`src/rtl/rmnl_pkg.sv`:
```
// Shared types and constants for the range map nearest lookup block.
// No dependencies.
package rmnl_pkg;

    localparam int TableDepth = 64;
    localparam int IdxW = $clog2(TableDepth);
    localparam int CntW = $clog2(TableDepth + 1);
    localparam int LineWeight = 1000;
    localparam int WeightW = $clog2(LineWeight + 1);
    localparam int DistW = 20 + WeightW + 1;

    typedef enum logic [2:0] {
        MODE_INSERT = 3'd0,
        MODE_CODE   = 3'd1,
        MODE_SRC    = 3'd2,
        MODE_LINE   = 3'd3,
        MODE_CLEAR  = 3'd4
    } mode_t;

    typedef enum logic [1:0] {
        ST_OK      = 2'd0,
        ST_NEAREST = 2'd1,
        ST_EMPTY   = 2'd2,
        ST_FULL    = 2'd3
    } status_t;

    typedef struct packed {
        logic [23:0] code_start;
        logic [23:0] code_len;
        logic [23:0] src_start;
        logic [23:0] src_len;
        logic [19:0] line_no;
        logic [15:0] col_no;
    } entry_t;

    // controller -> datapath
    typedef struct packed {
        logic            load_key;   // latch request
        logic            wr;         // write entry at wr_idx
        logic [IdxW-1:0] wr_idx;
        logic            rd;         // read slot rd_idx
        logic [IdxW-1:0] rd_idx;
        logic            first;      // data valid for slot 0
        logic            eval;       // rd data valid this cycle
        logic            fetch;      // read best slot
        logic            out_load;   // latch result from read data
    } dp_cmd_t;

    typedef struct packed {
        logic [2:0] mode;
        logic       exact;
    } dp_stat_t;

endpackage

```
`src/rtl/rmnl_ctrl.sv`:
```
// Sequencer for the lookup block: accepts a request, drives the table scan,
// and holds the result handshake. Depends on rmnl_pkg.
module rmnl_ctrl (
    input  logic              clk,
    input  logic              rst_n,
    input  logic              in_valid,
    output logic              in_stall,
    input  logic [2:0]        mode,
    output logic              out_valid,
    input  logic              out_stall,
    output rmnl_pkg::dp_cmd_t cmd,
    input  rmnl_pkg::dp_stat_t stat,
    output logic [1:0]        status
);
    import rmnl_pkg::*;

    typedef enum logic [2:0] {S_IDLE, S_SCAN, S_LAST, S_FETCH, S_OUT} state_t;

    state_t state_reg, state_next;
    logic [CntW-1:0] count_reg, count_next;
    logic [CntW-1:0] scan_reg, scan_next;
    logic [1:0] status_reg, status_next;
    logic out_valid_reg, out_valid_next;
    logic data_reg, data_next;   // read data from previous cycle is valid
    logic first_reg, first_next;

    logic accept;
    assign in_stall = (state_reg != S_IDLE) || out_valid_reg;
    assign accept = in_valid && !in_stall;
    assign out_valid = out_valid_reg;
    assign status = status_reg;

    always_comb
    begin
        state_next = state_reg;
        count_next = count_reg;
        scan_next = scan_reg;
        status_next = status_reg;
        out_valid_next = out_valid_reg;
        data_next = 1'b0;
        first_next = 1'b0;
        cmd = '0;
        cmd.wr_idx = count_reg[IdxW-1:0];
        cmd.rd_idx = scan_reg[IdxW-1:0];
        cmd.eval = data_reg;
        cmd.first = first_reg;
        if (out_valid_reg && !out_stall)
        begin
            out_valid_next = 1'b0;
        end
        case (state_reg)
            S_IDLE:
            begin
                if (accept)
                begin
                    cmd.load_key = 1'b1;
                    status_next = ST_OK;
                    case (mode)
                        MODE_INSERT:
                        begin
                            if (count_reg == CntW'(TableDepth))
                            begin
                                status_next = ST_FULL;
                            end
                            else
                            begin
                                cmd.wr = 1'b1;
                                count_next = count_reg + CntW'(1);
                            end
                            out_valid_next = 1'b1;
                        end
                        MODE_CLEAR:
                        begin
                            count_next = '0;
                            out_valid_next = 1'b1;
                        end
                        MODE_CODE, MODE_SRC, MODE_LINE:
                        begin
                            if (count_reg == '0)
                            begin
                                status_next = ST_EMPTY;
                                out_valid_next = 1'b1;
                            end
                            else
                            begin
                                scan_next = '0;
                                state_next = S_SCAN;
                            end
                        end
                        default:
                        begin
                            out_valid_next = 1'b1;
                        end
                    endcase
                end
            end
            S_SCAN:
            begin
                cmd.rd = 1'b1;
                data_next = 1'b1;
                first_next = (scan_reg == '0);
                scan_next = scan_reg + CntW'(1);
                if (scan_reg + CntW'(1) == count_reg)
                begin
                    state_next = S_LAST;
                end
            end
            S_LAST:
            begin
                // last compare happens this cycle
                state_next = S_FETCH;
            end
            S_FETCH:
            begin
                cmd.fetch = 1'b1;
                state_next = S_OUT;
            end
            S_OUT:
            begin
                cmd.out_load = 1'b1;
                if (stat.mode != MODE_LINE && !stat.exact)
                begin
                    status_next = ST_NEAREST;
                end
                out_valid_next = 1'b1;
                state_next = S_IDLE;
            end
            default:
            begin
                state_next = S_IDLE;
            end
        endcase
    end

    always_ff @(posedge clk or negedge rst_n)
    begin
        if (!rst_n)
        begin
            state_reg <= S_IDLE;
            count_reg <= '0;
            scan_reg <= '0;
            status_reg <= ST_OK;
            out_valid_reg <= 1'b0;
            data_reg <= 1'b0;
            first_reg <= 1'b0;
        end
        else
        begin
            state_reg <= state_next;
            count_reg <= count_next;
            scan_reg <= scan_next;
            status_reg <= status_next;
            out_valid_reg <= out_valid_next;
            data_reg <= data_next;
            first_reg <= first_next;
        end
    end

    a_count_range: assert property (@(posedge clk) disable iff (!rst_n)
        count_reg <= CntW'(TableDepth))
        else $error("entry count beyond depth");
    a_no_accept_busy: assert property (@(posedge clk) disable iff (!rst_n)
        (state_reg != S_IDLE) |-> in_stall)
        else $error("input taken during scan");
    a_out_follows: assert property (@(posedge clk) disable iff (!rst_n)
        (state_reg == S_OUT) |=> out_valid_reg)
        else $error("scan finished without result");

endmodule

```
`config.mk`:
```
export PLATFORM = sky130hd
export DESIGN_NAME = rmnl_ctrl
export DESIGN_NICKNAME = d
export VERILOG_FILES = /design/src/rtl/rmnl_pkg.sv /design/src/rtl/rmnl_ctrl.sv
export SDC_FILE = /design/constraint.sdc
export NUM_CORES = 1
export LEC_CHECK = 0
export ABC_CLOCK_PERIOD_IN_PS = 2700
export BUFFER_PORTS_ARGS = -buffer_cell sky130_fd_sc_hd__buf_4
export CAP_MARGIN = 20
export CORE_MARGIN = 5
export CORE_UTILIZATION = 58
export DETAILED_ROUTE_END_ITERATION = 16
export GPL_ROUTABILITY_DRIVEN = 1
export PLACE_DENSITY = 0.85
export SLEW_MARGIN = 25
export SYNTH_ARGS = -nofsm -noshare
export SYNTH_HDL_FRONTEND = slang
export SYNTH_SLANG_ARGS = --single-unit
```
`constraint.sdc`:
```
create_clock -name clk -period 2.7 [get_ports clk]
set_input_delay 0.135 -clock clk [delete_from_list [all_inputs] [get_ports clk]]
set_output_delay 0.135 -clock clk [all_outputs]
set_load 0.01 [all_outputs]
```
Yosys cells after proc, flatten, opt, wreduce, memory -nomap -nowiden
Index checks and enable logic that the tools add are counted.
{"block": "classes", "addsub": 2, "eq_ne": 17, "n_mux": 30, "reduce_logical": 20}
{"op": "two-way mux 7 bit", "count": 4}
{"op": "case mux 7 bit (2 select lines)", "count": 2}
{"op": "adder 7 x 1 -> 7 bit (second input constant)", "count": 2}
{"op": "logical NOT 7 bit", "count": 2}
{"op": "== test 3 x 2 -> 1 bit (second input constant)", "count": 4}
{"op": "two-way mux 2 bit", "count": 6}
{"op": "two-way mux 3 bit", "count": 4}
{"op": "case mux 3 bit (4 select lines)", "count": 1}
{"op": "AND reduction 4 bit", "count": 3}
{"op": "two-way mux 1 bit", "count": 10}
{"op": "!= test 2 bit (second input constant)", "count": 5}
{"op": "case mux 2 bit (2 select lines)", "count": 2}
{"op": "== test 7 bit", "count": 1}
{"op": "== test 7 bit (second input constant)", "count": 1}
{"op": "== test 3 x 1 -> 1 bit (second input constant)", "count": 2}
{"op": "== test 3 bit (second input constant)", "count": 2}
{"op": "logical NOT 3 bit", "count": 2}
{"op": "nonzero test 2 bit", "count": 3}
{"op": "logical AND 1 bit", "count": 3}
{"op": "logical NOT 1 bit", "count": 3}
{"op": "!= test 3 x 2 -> 1 bit (second input constant)", "count": 1}
{"op": "AND reduction 3 bit", "count": 1}
{"op": "nonzero test 3 bit", "count": 1}
{"op": "OR reduction 3 bit", "count": 1}
{"op": "3 further kinds", "count": 3}
{"block": "totals", "regBits": 22, "out_inout_bits": 23, "word_cells": 76}

Logic depth before layout (Yosys ltp)
{"block": "depth", "depth_word": 7, "mapped_depth": 8}

Worst setup path after synthesis
Ideal clock, no wire load.
{"block": "synth_timing", "kind": "flip-flop to flip-flop", "from": "register scan_reg[0]", "to": "register state_reg[0]", "setup_time_ps": 143, "t_arrival_ps": 1660, "required_ps": 2557, "setup_slack_ps": 897, "path_stages_with_launch": 8, "n_path_buf": 0, "cell_sequence": "dfrtp_1 inv_1 ha_1 xor2_1 a211oi_1 o211ai_1 nor4_2 o221ai_1"}
{"block": "synth_between", "elab_chain_cells": 4}
{"element": "from (decl)", "line_no": "rmnl_ctrl.sv:21", "rtl": "logic [CntW-1:0] scan_reg, scan_next;"}
{"element": "from (signal assigned)", "line_no": "rmnl_ctrl.sv:151", "rtl": "scan_reg <= scan_next;"}
{"element": "adder 7 x 1 -> 7 bit", "line_no": "rmnl_ctrl.sv:103", "rtl": "if (scan_reg + CntW'(1) == count_reg)"}
{"element": "== test 7 bit", "line_no": "rmnl_ctrl.sv:103"}
{"element": "!= test 2 bit (no line)"}
{"element": "AND reduction 4 bit (no line)"}
{"element": "to (signal assigned)", "line_no": "rmnl_ctrl.sv:149", "rtl": "state_reg <= state_next;"}
{"element": "to (decl)", "line_no": "rmnl_ctrl.sv:19", "rtl": "state_t state_reg, state_next;"}
Every way passes these cells.
A chain may end at the register's enable or synchronous reset.

==> metrics <==
outcome=finished, final reports clean; arrival time worst endpoint=1.93 ns; mapped cell area=1510 um2; Seq/Total Area, Yosys=36.6%; Total Routed Length=3280 um; Power Dens Cells=957 nW/um2; final period utilization=76.4%; CTS tree=yes; Hold Vio Cnt, Final=0; antenna-violating nets left=0; Cell Area, Placed=1650 um2; Tot GR Track Use=20.5%; post-CTS repair timing setup buffer count=0; layout cell share with drive strength beyond 1=28.3%; std cell rows=18; core area=2480 um2; #FFs+latches synth=22; Post-synth EDFFs=0; critical path data required time=2.57 ns; switching power=709 uW; Leakage Power=0.815 nW; yosys synthesis warning count=0; IO Count=34; final setup fails=0; layout net count=196; drt initial violations=60; Final HPWL DP=2500 um; clock network power share=11.4%; CTS sink count=22; fillcell total=194; post-synth top area share=36.6%; H-tree depth=1; Cell Int Power=913 uW; # DRC=0; Die Area=3710 um2; Syn Nets=177; clk root buf=clkbuf_4; syn avg cell area=9.29 um2; gr ovfl total=0; Gate Count Post-Synth=162; switch share=43.7%; max-cap violations=0; Worst Hold Slack=0.0613 ns; IO buf count=33; Initial Util=60.8%; Synth area leader=dfrtp_1; clk_lat worst skew=0.31 ns; largest net degree at the start of global routing=23; minimum clock period after layout=2.06 ns; Final Skew=0.0108 ns; FFs w/ async S/R, synth=100%; Flop pwr share=36.4%; setup TNS=0 ns; GP Congestion=0.916; Hold Crit Class=in -> reg; Synth cell types=42; critical path class=reg -> out; worst-case clock buffer depth=2; n_diodes=0; Max FO, Critical Path=11; Area Overhead vs Synth=12.6%; Clk pin slew, worst setup/hold paths=0.12 ns; vias in the first global route=1,202; final cell count without fillers=210; vias after detailed routing=1,216; Worst-Margin Slew=0.421 ns; drt wl/cell=15.6 um; VDD IR max=0.625 mV; antenna violations before repair=0; Max-slew headroom=71.9%; crit path capture type=output port; Placed Cells=205; critical path launch point type=flop; synth top area cells=dfrtp_1 (37%), buf_4 (7.5%), xnor2_1 (4.7%), o21ai_0 (4.0%), a22o_1 (3.5%); Slew Viols, Final=0; power share of the combinational group=52.3%; Die Width=60.9 um; first-pass GRT wire length=5690 um; Top FF cell, synth=dfrtp_1; Max Freq=485 MHz; RSZ-0062 raised after global routing=no; most frequent cells in the layout=buf_4 (33), dfrtp_1 (22), nand2_1 (13), o21ai_0 (12), nor2_1 (11); Initial DRT Pass Iterations=4; Die H=60.9 um; vias per inst=5.79; most common cell after layout, fill and taps aside=buf_4; CTS Buf Count=3; post-route cell area=1690 um2
## cells by family after synthesis
kind of cell,count (synthesis),synth area share (%)
buffers and inverters,32,12.5
XOR/XNOR,14,8.15
multiplexers,2,1.41
AO/OA/AOI/OAI,33,14.5
flip-flops,22,36.6
AND/OR/NAND/NOR,55,23.5
adder cells (fa/ha/maj),4,3.33
## critical path, cell delays in order (launching register included)
cell and delay, ns:
dfrtp_1 0.55, nor4_4 0.34, inv_2 0.09, nor4_4 0.30
nand2_1 0.12, inv_1 0.10, buf_4 0.12
## final cells by class
type / instances / area [um2] / area share [%]
sequential: 22 / 551 / 32.5
tap: 30 / 37.5 / 2.22
timing repair buffer: 34 / 258 / 15.2
multi-input combinational: 108 / 767 / 45.3
clock buffer: 4 / 36.3 / 2.14
inverter: 12 / 45.0 / 2.66
## power groups by stage
| stage | clock network [mW] | logic, mW | registers, mW |
|---|---|---|---|
| 3_3_place_gp | 0 | 0.822 | 0.585 |
| 6_report | 0.184 | 0.847 | 0.589 |
| 4_1_cts | 0.186 | 0.849 | 0.588 |
| 3_5_place_dp | 0 | 0.844 | 0.594 |
| 2_1_floorplan | 0 | 0.683 | 0.535 |
| 5_1_grt | 0.206 | 0.924 | 0.610 |
## worst paths after layout
check	start	endpoint	slack (ns)	cells past startpoint
setup / recovery	state_reg[0]	cmd[17]	0.64	6
hold / removal	out_stall	out_valid	0.06	3
setup reg to reg	scan_reg[0]	state_reg[0]	0.69	7
hold reg to reg	status[1]	status[1]	0.53	1
max in group asynchronous	rst_n	status[0]	2.24	2
min in group asynchronous	rst_n	scan_reg[4]	0.23	2
## layer usage
layer  vias up  wire length, um  GRT usage [%]
met5         -                0              0
met4         0               40           8.67
met3         4              149           2.55
met2        42             1660           34.0
met1       588             1430           26.9
li1        582                -              -
## synthesized netlist by cell type (2+ instances only)
cell type and number:
dfrtp_1 22, buf_4 15, nand2_1 13, o21ai_0 12, nor2_1 11, inv_1 10
nand3_1 8, xnor2_1 8, a22o_1 6, xor2_1 6, a21oi_1 4, ha_1 4
buf_2 3, nand2b_1 3, nor3_1 3, a21o_1 2, inv_2 2, nor4_1 2
nor4_2 2, nor4_4 2, o31ai_1 2, or2_2 2
## per-stage QoR
step | worst slack, ns | util (%) | power, mW
floorplan | 0.897 | - | 1.22
finish | 0.636 | 68.4 | 1.62
CTS | 0.632 | 68.4 | 1.62
global route | 0.473 | 68.4 | 1.74
detailed placement | 0.702 | 66.5 | 1.44
global placement | 0.823 | 66.5 | 1.41
## repair_timing
| item | CTS | global route |
|---|---|---|
| gates resized for setup | 0 | 0 |
| hold buffers | 1 | 0 |
| setup endpoints to repair | 0 | 0 |
| hold endpoints to repair | 22 | 0 |
Power figures use the tool's default switching activity.
